### src/sffw_pkg.sv
// Package for the simplex face form weights block: widths and constants.
// Used by every module of the block; depends on nothing else.
`default_nettype none
package sffw_pkg;

   localparam int SFFW_SPACE_DIMS = 3;
   localparam int FRAC_BITS       = 24;
   localparam int COORD_W         = 32;
   localparam int SUM_W           = 36;
   localparam int DIFF_W          = 33;
   localparam int SDIFF_W         = 37;
   localparam int PHI_W           = 40;
   localparam int OPND_W          = 48;
   localparam int HALF_W          = 24;
   localparam int PROD_W          = 64;
   localparam int ACC_W           = 66;
   localparam int WEIGHT_W        = 48;
   localparam int VERT_W          = 4;

   localparam logic [0:0] OP_LOAD  = 1'b0;
   localparam logic [0:0] OP_QUERY = 1'b1;

   localparam logic [1:0] CORNER_A = 2'd0;
   localparam logic [1:0] CORNER_B = 2'd1;
   localparam logic [1:0] CORNER_C = 2'd2;

   localparam logic [1:0] MPH_FIRST  = 2'd0;
   localparam logic [1:0] MPH_SECOND = 2'd1;
   localparam logic [1:0] MPH_TERM   = 2'd2;

endpackage
`default_nettype wire

### src/sffw_div6.sv
// Divider by six with rounding to nearest, ties away from zero.
// Halves the rounded magnitude, then divides by three by reciprocal
// multiplication in the next cycle; uses sffw_pkg.
`default_nettype none
module sffw_div6
   import sffw_pkg::*;
(
   input  wire                    clock,
   input  wire                    reset,
   input  wire                    start,
   input  wire signed [PHI_W-1:0] num,
   output logic                   done,
   output logic signed [PHI_W-1:0] quot
);

   localparam int LO_W        = 20;
   localparam int Y_W         = LO_W + 1;
   localparam int YS_W        = 2 * Y_W;
   localparam int RECIP_SHIFT = 22;
   localparam logic [LO_W-1:0] THIRD_HI = LO_W'(349525);
   localparam logic [Y_W-1:0]  RECIP    = Y_W'(1398102);

   logic [PHI_W-1:0] x_ff, x_in;
   logic [PHI_W-1:0] q_ff, q_in;
   logic             neg_ff, neg_in;
   logic             active_ff, active_in;
   logic             done_ff, done_in;
   logic [PHI_W-1:0] mag;
   logic [Y_W-1:0]   y;
   logic [YS_W-1:0]  y_scaled;
   logic [PHI_W-1:0] q_hi;

   // Since 2^20 leaves a remainder of one when divided by three, the high
   // half contributes a fixed multiple and the folded sum of both halves is
   // divided by three through a reciprocal.
   always_comb begin
      mag       = num[PHI_W-1] ? PHI_W'(-num) : PHI_W'(num);
      y         = Y_W'(x_ff[PHI_W-1:LO_W]) + Y_W'(x_ff[LO_W-1:0]);
      y_scaled  = YS_W'(y) * YS_W'(RECIP);
      q_hi      = PHI_W'(x_ff[PHI_W-1:LO_W]) * PHI_W'(THIRD_HI);
      x_in      = x_ff;
      q_in      = q_ff;
      neg_in    = neg_ff;
      active_in = active_ff;
      done_in   = 1'b0;
      if (start) begin
         x_in      = (mag + PHI_W'(3)) >> 1;
         neg_in    = num[PHI_W-1];
         active_in = 1'b1;
      end else if (active_ff) begin
         q_in      = q_hi + PHI_W'(y_scaled >> RECIP_SHIFT);
         active_in = 1'b0;
         done_in   = 1'b1;
      end
   end

   always_ff @(posedge clock) begin
      x_ff   <= x_in;
      q_ff   <= q_in;
      neg_ff <= neg_in;
      if (reset) begin
         active_ff <= 1'b0;
         done_ff   <= 1'b0;
      end else begin
         active_ff <= active_in;
         done_ff   <= done_in;
      end
   end

   assign done = done_ff;
   assign quot = neg_ff ? -$signed(q_ff) : $signed(q_ff);

endmodule
`default_nettype wire
### config.mk
export PLATFORM = sky130hd
export DESIGN_NAME = sffw_div6
export DESIGN_NICKNAME = d
export VERILOG_FILES = /design/src/sffw_pkg.sv /design/src/sffw_div6.sv
export SDC_FILE = /design/constraint.sdc
export NUM_CORES = 1
export LEC_CHECK = 0
export CORE_MARGIN = 2
export CORE_UTILIZATION = 35
export CTS_CLUSTER_SIZE = 16
export DETAILED_ROUTE_END_ITERATION = 10
export DONT_BUFFER_PORTS = 1
export GPL_ROUTABILITY_DRIVEN = 0
export PLACE_DENSITY_LB_ADDON = 0.12
export SLEW_MARGIN = 20
export SYNTH_ARGS = -nofsm -noshare
export SYNTH_HDL_FRONTEND = slang
export SYNTH_SLANG_ARGS = --single-unit
### constraint.sdc
create_clock -name clock -period 15.7 [get_ports clock]
set_clock_uncertainty 0.1 [all_clocks]
set_input_delay 3.14 -clock clock [delete_from_list [all_inputs] [get_ports clock]]
set_output_delay 3.14 -clock clock [all_outputs]
set_load 0.01 [all_outputs]
==> metrics.cfg <==
[grt]
grt_antenna_before_repair = 0
grt_max_degree = 47
grt_remaining_overflow = 0
track_usage_pct = 17.8
first_global_vias = 14800
grt_pass1_wl_um = 82000

[cts]
cts_resized = 0
htree_levels = 3
insertion_delay_ns = 0.38
path_clk_slew_ns = 0.07
holdBufCountCts = 0
cts_buffers = 9
cts_setup_buffers = 0
clockBufferDepth = 2
clock-sinks = 81
cts_tree = done
root_buffer = clkbuf_16

[hold_path]
min_from = active_ff
min_path_type = flip-flop to flip-flop

[yosys]
synth.distinct_cells = 73
ys_seq_elements = 81
synth-edff-count = 79
synth_fp_nets = 2772
async_reset_ff_share_pct = 0
synth_top_area_share_pct = 27.8
synth-main-ff-cell = edfxtp_1
yosys.area.top_type = fa_1
synth_area_per_cell_um2 = 9.73
syn_area_mm2 = 0.0201
syn_inst = 2063
yosysSeqAreaShare_pct = 12.0
synth_area_leaders = fa_1, ha_1, edfxtp_1
ys_warn_count = 0

[route]
dr.pass1.iters = 7
top_layer = met4
vias = 13900
route.met2.wl_um = 25300
routed_via_density = 4.93
drt_iter0_markers = 664
wl_met3_um = 1200
wirelength_met1_um = 24200
drc = 0
routed_wl_um = 51300
routedWlPerCell_um = 18.2
ant_nets = 0

[critical_path]
cp-end-kind = flip-flop
worstSetupStartpointType = flip-flop
worstPathArrival_ns = 13.12
crit_required_ns = 15.72
cpMaxStageDelayCell = o311ai_0
crit_start = x_ff[20]
timing.rr.start = x_ff[20]
worstPathMaxFanout = 6
path_class = flip-flop to flip-flop
crit_top_cell = fa_1
critPathMaxStageDelay_ns = 0.87

[layout]
drive_gt1_share_pct = 2.33
area_growth_pct = 6.23
num_antenna_cells = 0
multiInputGateArea_mm2 = 0.0157
fin_nets = 2765
nFillCells = 5700
regArea_mm2 = 0.00241

[timing]
worst_slew_pin_slew_ns = 0.970
slew_viol_final = 0
fin_crit_sh_pct = 83.4
setup-tns-final_ns = 0
setup_viol = 0
hold_violations = 0
slew_headroom_pct = 34.5
min_period_ns = 13.10
max_freq_mhz = 76.4
rsz0062_at_grt = no

[placed_design]
io_buffers = 0
dp.final_hpwl_um = 46000

[floorplan]
die_w_um = 243
die_h_um = 243
core_area_mm2 = 0.0565
die_area_mm2 = 0.0593
io_pins = 84
start_util_pct = 35.5
row_count = 87

[run]
cap_violations = 0

[status]
outcome = completed

synthesized netlist by cell type (all sizes together), types with 18 or more instances:
cell type / instances
xor2: 53
clkbuf: 24
xnor2: 147
o31ai: 25
nor2b: 19
nor3: 27
nand3: 23
nor2: 63
a21oi: 64
edfxtp: 79
a21o: 36
inv: 492
fa: 279
nand2: 72
o21ai: 60
ha: 387
or4: 18
layout make-up:
cell class | count | share of cell area, %
clock inverters | 7 | 0.440
flip-flops and latches | 81 | 11.3
multi-input cells | 1460 | 73.6
inverters | 492 | 8.66
repair buffers | 12 | 0.481
well taps | 756 | 4.44
clock buffers | 9 | 1.06
cells by family after synthesis:
| logic type | count (synthesis) | synth area share [%] |
|---|---|---|
| adder cells (fa/ha/maj) | 666 | 51.9 |
| buffers and inverters | 522 | 9.86 |
| AND/OR/NAND/NOR | 311 | 8.03 |
| AO/OA/AOI/OAI | 281 | 9.32 |
| XOR/XNOR | 200 | 8.73 |
| flip-flops | 81 | 12.0 |
| multiplexers | 2 | 0.0997 |
metrics by stage:
stage | util (%) | hold WS, ns | worst slack [ns] | area (um^2) | std cells
floorplan | - | 0.566 | 4.43 | 20100 | 2063
global placement | 37.1 | 0.713 | 3.01 | 21000 | 2800
detailed placement | 37.2 | 0.573 | 2.78 | 21000 | 2801
CTS | 37.7 | 0.580 | 2.71 | 21300 | 2817
global route | 37.7 | 0.595 | 1.55 | 21300 | 2817
finish | 37.7 | 0.570 | 2.60 | 21300 | 2817
worst paths after layout:
path              endpoint  slack [ns]  cells after the start
setup / recovery  q_ff[37]        2.60                     41
hold reg to reg       done        0.57                      2
setup reg to reg  q_ff[37]        2.60                     41
hold / removal        done        0.57                      2
routing by layer:
metal / up-vias / GRT usage [%]
met5: - / 0
met4: 0 / 3.14
met3: 30 / 2.26
met2: 175 / 30.7
met1: 6916 / 24.2
li1: 6773 / -
sequential cells by signal, summed over array words and instances (netlist names):
signal / flops
x_ff: 39
done: 1
q_ff: 39
active_ff: 1
neg_ff: 1
cell usage in the layout (no fill, tap or decap), types with 4 or more instances in the layout:
master       n
inv_1      492
ha_1       387
fa_1       279
xnor2_1    147
edfxtp_1    79
nand2_1     72
a21oi_1     64
nor2_1      62
o21ai_0     57
xor2_1      53
a21o_1      36
nor3_1      26
o31ai_1     24
nand3_1     23
nor2b_1     18
or3_1       15
nand4_1     15
o41ai_1     15
or4_1       15
nand2b_1    12
o21bai_1    12
nor4_1      11
buf_4       11
and3_1      10
a31oi_1     10
clkbuf_16    9
o21a_1       7
a211oi_1     7
and2_1       5
or2_2        5
o22ai_1      5
o211ai_1     4
a31o_2       4
critical path: cells and delay by family, from the launching register on:
kind / cells / cell delay [ns]
compound gates: 15 / 4.85
xor+xnor: 3 / 0.94
fa+ha+maj: 12 / 5.20
buf+inv: 6 / 0.56
flops: 1 / 0.50
simple gates: 5 / 0.65
Power is left out: the tool's default activity adds up to more than one toggle a clock period on the data nets, which glitch-free logic cannot reach.
