**config.mk**
```make
export PLATFORM = sky130hd
export DESIGN_NAME = sffw_qmul
export DESIGN_NICKNAME = d
export VERILOG_FILES = /design/src/sffw_pkg.sv /design/src/sffw_qmul.sv
export SDC_FILE = /design/constraint.sdc
export NUM_CORES = 2
export LEC_CHECK = 0
export ABC_AREA = 1
export BUFFER_PORTS_ARGS = -buffer_cell sky130_fd_sc_hd__buf_2
export CORE_ASPECT_RATIO = 1.2
export CORE_UTILIZATION = 59
export DETAILED_ROUTE_END_ITERATION = 16
export GPL_TIMING_DRIVEN = 0
export PLACE_DENSITY_LB_ADDON = 0.3
export SETUP_SLACK_MARGIN = 0.3
export SYNTH_ARGS = -nofsm -noshare
export SYNTH_HDL_FRONTEND = slang
export SYNTH_SLANG_ARGS = --single-unit
```
**constraint.sdc**
```tcl
create_clock -name clock -period 8.4 [get_ports clock]
set_clock_uncertainty 0.1 [all_clocks]
set_input_delay 0.42 -clock clock [delete_from_list [all_inputs] [get_ports clock]]
set_output_delay 0.42 -clock clock [all_outputs]
set_load 0.02 [all_outputs]
```
**src/sffw_pkg.sv**
```systemverilog
// Package for the simplex face form weights block: widths and constants.
// Used by every module of the block; depends on nothing else.
`default_nettype none
package sffw_pkg;

   localparam int SFFW_SPACE_DIMS = 3;
   localparam int FRAC_BITS       = 24;
   localparam int COORD_W         = 32;
   localparam int SUM_W           = 36;
   localparam int DIFF_W          = 33;
   localparam int SDIFF_W         = 37;
   localparam int PHI_W           = 40;
   localparam int OPND_W          = 48;
   localparam int HALF_W          = 24;
   localparam int PROD_W          = 64;
   localparam int ACC_W           = 66;
   localparam int WEIGHT_W        = 48;
   localparam int VERT_W          = 4;

   localparam logic [0:0] OP_LOAD  = 1'b0;
   localparam logic [0:0] OP_QUERY = 1'b1;

   localparam logic [1:0] CORNER_A = 2'd0;
   localparam logic [1:0] CORNER_B = 2'd1;
   localparam logic [1:0] CORNER_C = 2'd2;

   localparam logic [1:0] MPH_FIRST  = 2'd0;
   localparam logic [1:0] MPH_SECOND = 2'd1;
   localparam logic [1:0] MPH_TERM   = 2'd2;

endpackage
`default_nettype wire

```
**src/sffw_qmul.sv**
```systemverilog
// Shared fixed-point multiplier: rounded Q.24 product of two signed operands.
// Built on one 24 by 24 bit multiplier that forms the partial products in turn; uses sffw_pkg.
`default_nettype none
module sffw_qmul
   import sffw_pkg::*;
(
   input  wire                     clock,
   input  wire                     reset,
   input  wire                     start,
   input  wire signed [OPND_W-1:0] a_in,
   input  wire signed [OPND_W-1:0] b_in,
   output logic                    done,
   output logic signed [PROD_W-1:0] product
);

   logic [OPND_W-1:0]   mag_a_ff, mag_a_in;
   logic [OPND_W-1:0]   mag_b_ff, mag_b_in;
   logic                neg_ff, neg_in;
   logic [PROD_W-1:0]   acc_ff, acc_in;
   logic [1:0]          step_ff, step_in;
   logic                active_ff, active_in;
   logic                done_ff, done_in;
   logic [HALF_W-1:0]   half_a, half_b;
   logic [2*HALF_W-1:0] part;

   always_comb begin
      half_a = step_ff[0] ? mag_a_ff[OPND_W-1:HALF_W] : mag_a_ff[HALF_W-1:0];
      half_b = step_ff[1] ? mag_b_ff[OPND_W-1:HALF_W] : mag_b_ff[HALF_W-1:0];
      part   = half_a * half_b;
   end

   always_comb begin
      mag_a_in  = mag_a_ff;
      mag_b_in  = mag_b_ff;
      neg_in    = neg_ff;
      acc_in    = acc_ff;
      step_in   = step_ff;
      active_in = active_ff;
      done_in   = 1'b0;
      if (start) begin
         mag_a_in  = a_in[OPND_W-1] ? OPND_W'(-a_in) : OPND_W'(a_in);
         mag_b_in  = b_in[OPND_W-1] ? OPND_W'(-b_in) : OPND_W'(b_in);
         neg_in    = a_in[OPND_W-1] ^ b_in[OPND_W-1];
         step_in   = 2'd0;
         active_in = 1'b1;
      end else if (active_ff) begin
         case (step_ff)
            2'd0: begin
               acc_in = (PROD_W'(part) + (PROD_W'(1) << (FRAC_BITS - 1))) >> FRAC_BITS;
            end
            2'd3: begin
               acc_in    = acc_ff + (PROD_W'(part) << FRAC_BITS);
               active_in = 1'b0;
               done_in   = 1'b1;
            end
            default: begin
               acc_in = acc_ff + PROD_W'(part);
            end
         endcase
         step_in = step_ff + 2'd1;
      end
   end

   always_ff @(posedge clock) begin
      mag_a_ff <= mag_a_in;
      mag_b_ff <= mag_b_in;
      neg_ff   <= neg_in;
      acc_ff   <= acc_in;
      step_ff  <= step_in;
      if (reset) begin
         active_ff <= 1'b0;
         done_ff   <= 1'b0;
      end else begin
         active_ff <= active_in;
         done_ff   <= done_in;
      end
   end

   assign done    = done_ff;
   assign product = neg_ff ? -$signed(acc_ff) : $signed(acc_ff);

endmodule
`default_nettype wire

```
==> results of run 1 <==
## repair_timing
action	CTS
gates cloned	15
buffers inserted	311
resized for setup	1145
pin swaps	388
setup endpoints to repair	64
## synth_stat cells, drive strengths merged (2+ instances only)
cell type	n	area share
a21boi	5	0.0010
a21o	15	0.0031
a21oi	212	0.029
a221oi	4	0.00095
a31oi	26	0.0044
and2	4	0.00068
buf	5	0.00065
clkbuf	117	0.012
clkinv	12	0.0012
dfxtp	4	0.0022
edfxtp	161	0.13
fa	484	0.26
ha	271	0.092
inv	1057	0.11
mux2i	2	0.00054
nand2	1125	0.12
nand3	170	0.025
nand3b	4	0.0015
nand4	51	0.0090
nor2	677	0.073
nor3	61	0.0092
nor4	37	0.0065
o211ai	3	0.00061
o21a	6	0.0012
o21ai	263	0.036
o21bai	15	0.0031
o221ai	2	0.00048
o22ai	4	0.00068
o31ai	11	0.0022
or2	57	0.0097
xnor2	67	0.016
xor2	149	0.036
## cells by family after synthesis
kind of cell,Yosys count
fa+ha+maj,755
mux,2
flops,165
buf+inv,1191
compound gates,571
simple gates,2189
xor+xnor,216
## metrics by stage
stage	instances	setup WS [ps]	util	hold WS, ps
3_5_place_dp	6064	-2730	0.643	373
4_1_cts	6422	-379	0.775	27.6
2_1_floorplan	5089	295	-	347
3_3_place_gp	6058	-2740	0.641	368
## per-layer routing
layer,global-route usage,overflow
met1,0.642,0
met3,0.459,0
met5,0.163,0
met4,0.689,13
met2,0.909,11
==> metrics, run 1 <==
Mapped Avg Cell Area 7.22 um^2; row count 99; sequential area share after synthesis 0.134; CTS Buf Count 17; Top FF cell, synth edfxtp_1; # hold bufs at CTS 0; clock sink count 165; status did not finish; largest family of logic cells by synthesized area adder cells; yosys warns 0; Top Ports 164; synthesized instance count 5,089; dpl hpwl 127,000 um; maximum root-to-sink buffer count 2; placed cell area 39,300 um^2; die width 230 um; Port Buf Inserts 161; Compound-Gate Fraction of Synth Area 0.0843; xor and xnor fraction of the mapped netlist area 0.0515; Stop stage global routing; worst_ep grt acc_ff[56]$_DFFE_PP_/D; GRT Util Overall 0.670; syn_nets 5,943; DIE HEIGHT 275 um; Synth Area in Adders 0.356; root buf cell clkbuf_16; pin count of the biggest net entering global routing 75; Clock H-tree levels 4; Async S/R FF share, synth 0; post-synthesis mux area share 0.000545; Run Error [ERROR GRT-0232] Routing congestion too high. Check the congestion heatmap in the GUI.; Mapped Area 36,800 um^2; worst endpoint type sequential cell input; gr ovfl total 24; number of library cell types mapped by synthesis 59; Post-synth EDFFs 161; register bit total from synthesis 165; RD Place Congestion 1.11; Initial Utilization 0.601; Simple-Gate Fraction of Synth Area 0.252
==> run 2: changes to the inputs <==
Settings changed: CORE_ASPECT_RATIO 1.2 to default, CORE_UTILIZATION 59 to 40, PLACE_DENSITY_LB_ADDON 0.3 to 0.15, SETUP_SLACK_MARGIN 0.3 to default.
Clock period 8.4 ns to 10.9 ns, I/O delays scaled along.
==> run 2 against run 1 <==
- synthesized cell count is the same
- area after synthesis is the same
- the flow now finishes without violations
==> metrics, run 2 <==
status finished, final reports clean; Initial Utilization 0.406; vias per std cell 5.34; synthesized instance count 5,089; fin area 40,400 um^2; row count 110; Mapped Avg Cell Area 7.22 um^2; type of the worst setup path reg2reg; Port Buf Inserts 161; pin count of the biggest net entering global routing 74; max incr delay on CP 630 ps; root buf cell clkbuf_16; wirelength, routed 142,000 um; post-layout util 0.446; placed cell area 39,200 um^2; clock sink count 165; final setup margin 370 ps; critical path arrival 10,650 ps; Vias 34.6k; syn_nets 5,943; Mapped Area 36,800 um^2; Synth top cells by count 1,092 x nand2_1, 1,052 x inv_1, 647 x nor2_1, 484 x fa_1, 271 x ha_1; DIE HEIGHT 305 um; floorplan core area 90,600 um^2; GRT Util Overall 0.304; vias in the first global route 33.1k; Reg with most FFs acc_ff; maximum root-to-sink buffer count 2; P&R area growth vs syn 9.98%; RSZ-0062 raised after global routing true; Tmin final 10,530 ps; Data required, critical path 11,020 ps; commonest non-fill, non-tap cell in the layout nand2_1; final net count 6,143; clk slew on worst S/H paths 80 ps; 1st-iter DRT viols 3,249; Post-synth EDFFs 161; # Max-Cap Violations 0; DRC 0; sequential area share after synthesis 0.134; Fillers 9,495; DIE AREA 93,100 um^2; Skew-Pair Late Insertion Delay 500 ps; Tcrit/Tclk final 0.966; share of layout cells above drive strength 1 0.0964; Top Ports 164; final setup TNS 0 ps; RD Place Congestion 1.02; crit path max fanout 10; post-synth top area share 0.264; HP Class in2reg; CTS Buf Count 17; CTS tree built; relative slew slack 0.212; dpl hpwl 121,000 um; initial antenna violation count 3; crit end category flop; Clock H-tree levels 4; biggest registers after layout acc_ff x64, mag_a_ff x48, mag_b_ff x48; Fin. Hold Viols 0; gr ovfl total 0; Routed WL per cell 22.0 um; # hold bufs at CTS 0; Worst Tran Pin Value 1180 ps; CP Launch Type flop; Yosys top cell by area fa_1; max reg flops 64; slowest CP cell fa_1; Top FF cell, synth edfxtp_1; number of library cell types mapped by synthesis 59; register bit total from synthesis 165; first-pass GRT wire length 210,000 um; yosys warns 0; Detail Route Antenna Nets 0; most instantiated library cell after synthesis nand2_1; Fmax achieved 95.0 MHz; die width 305 um; dpl ws -842 ps; final count of negative-setup-slack endpoints 0; Final Max Slew Viols 0; Async S/R FF share, synth 0; Synth area leaders fa_1 26%, edfxtp_1 13%, nand2_1 11%, inv_1 11%, ha_1 9.2%; drt first pass iters 6; commonest cells after routing, fill and taps aside 1,091 x nand2_1, 1,043 x inv_1, 639 x nor2_1
==> run 2: cell counts after synthesis <==
Identical to the previous run, type by type.
==> run 2: kinds of logic (layout without fill, tap and decap cells) <==
| group | after synthesis | after routing | synth area share |
|---|---|---|---|
| fa+ha+maj | 755 | 755 | 0.356 |
| other cells | 0 | 1 | 0 |
| mux | 2 | 2 | 0.000545 |
| compound gates | 571 | 571 | 0.0843 |
| flops | 165 | 165 | 0.134 |
| simple gates | 2189 | 2189 | 0.252 |
| buf+inv | 1191 | 1404 | 0.122 |
| xor+xnor | 216 | 216 | 0.0515 |
==> run 2: per-layer routing <==
layer,share of wire,vias up,track usage
met5,0.000091,-,0
met4,0.023,2,0.0771
met3,0.087,168,0.0509
met2,0.44,1465,0.469
met1,0.45,16864,0.441
li1,-,16090,-
==> run 2: final cells by class <==
class                   count  area [um^2]  share of cell area
diodes                      1         2.50           0.0000619
plain buffers             116          583              0.0144
clock buffers              17          425              0.0105
clock inverters            15          180             0.00446
inverters                1069         4040               0.100
multi-input cells        3733        27700               0.685
flip-flops and latches    165         4920               0.122
well taps                1176         1470              0.0364
repair buffers            187         1100              0.0272
==> run 2: stage by stage <==
step / hold WS, ps / instances
2_1_floorplan: 347 / 5089
3_3_place_gp: 373 / 6426
3_5_place_dp: 378 / 6434
4_1_cts: 118 / 6463
5_1_grt: 132 / 6478
6_report: 148 / 6479
==> run 2: worst max-delay path, delay by kind of cell, from the launching register on <==
| family | cells | cell delay [ps] |
|---|---|---|
| AO/OA/AOI/OAI | 6 | 1020 |
| adder cells (fa/ha/maj) | 9 | 4740 |
| buffers and inverters | 10 | 1550 |
| XOR/XNOR | 1 | 160 |
| AND/OR/NAND/NOR | 14 | 2260 |
| flip-flops | 1 | 380 |
==> run 2: path summary, 6_finish.rpt <==
kind                    from          end  slack, ps  depth (start not counted)
setup / recovery  step_ff[0]   acc_ff[53]        370                         40
hold / removal       b_in[0]  mag_b_ff[0]        150                          1
setup reg to reg  step_ff[0]   acc_ff[53]        370                         40
hold reg to reg    active_ff   step_ff[1]        390                          1
==> run 2: repair_timing <==
| action | 4_1_cts | 5_1_grt |
|---|---|---|
| setup buffers | 0 | 18 |
| setup endpoints to repair | 42 | 40 |
| pin swaps | 0 | 3 |
| resized for setup | 85 | 149 |
Power of run 2 is not shown: default switching activity piles up to over one toggle a cycle in this logic, so the estimate is an artifact.
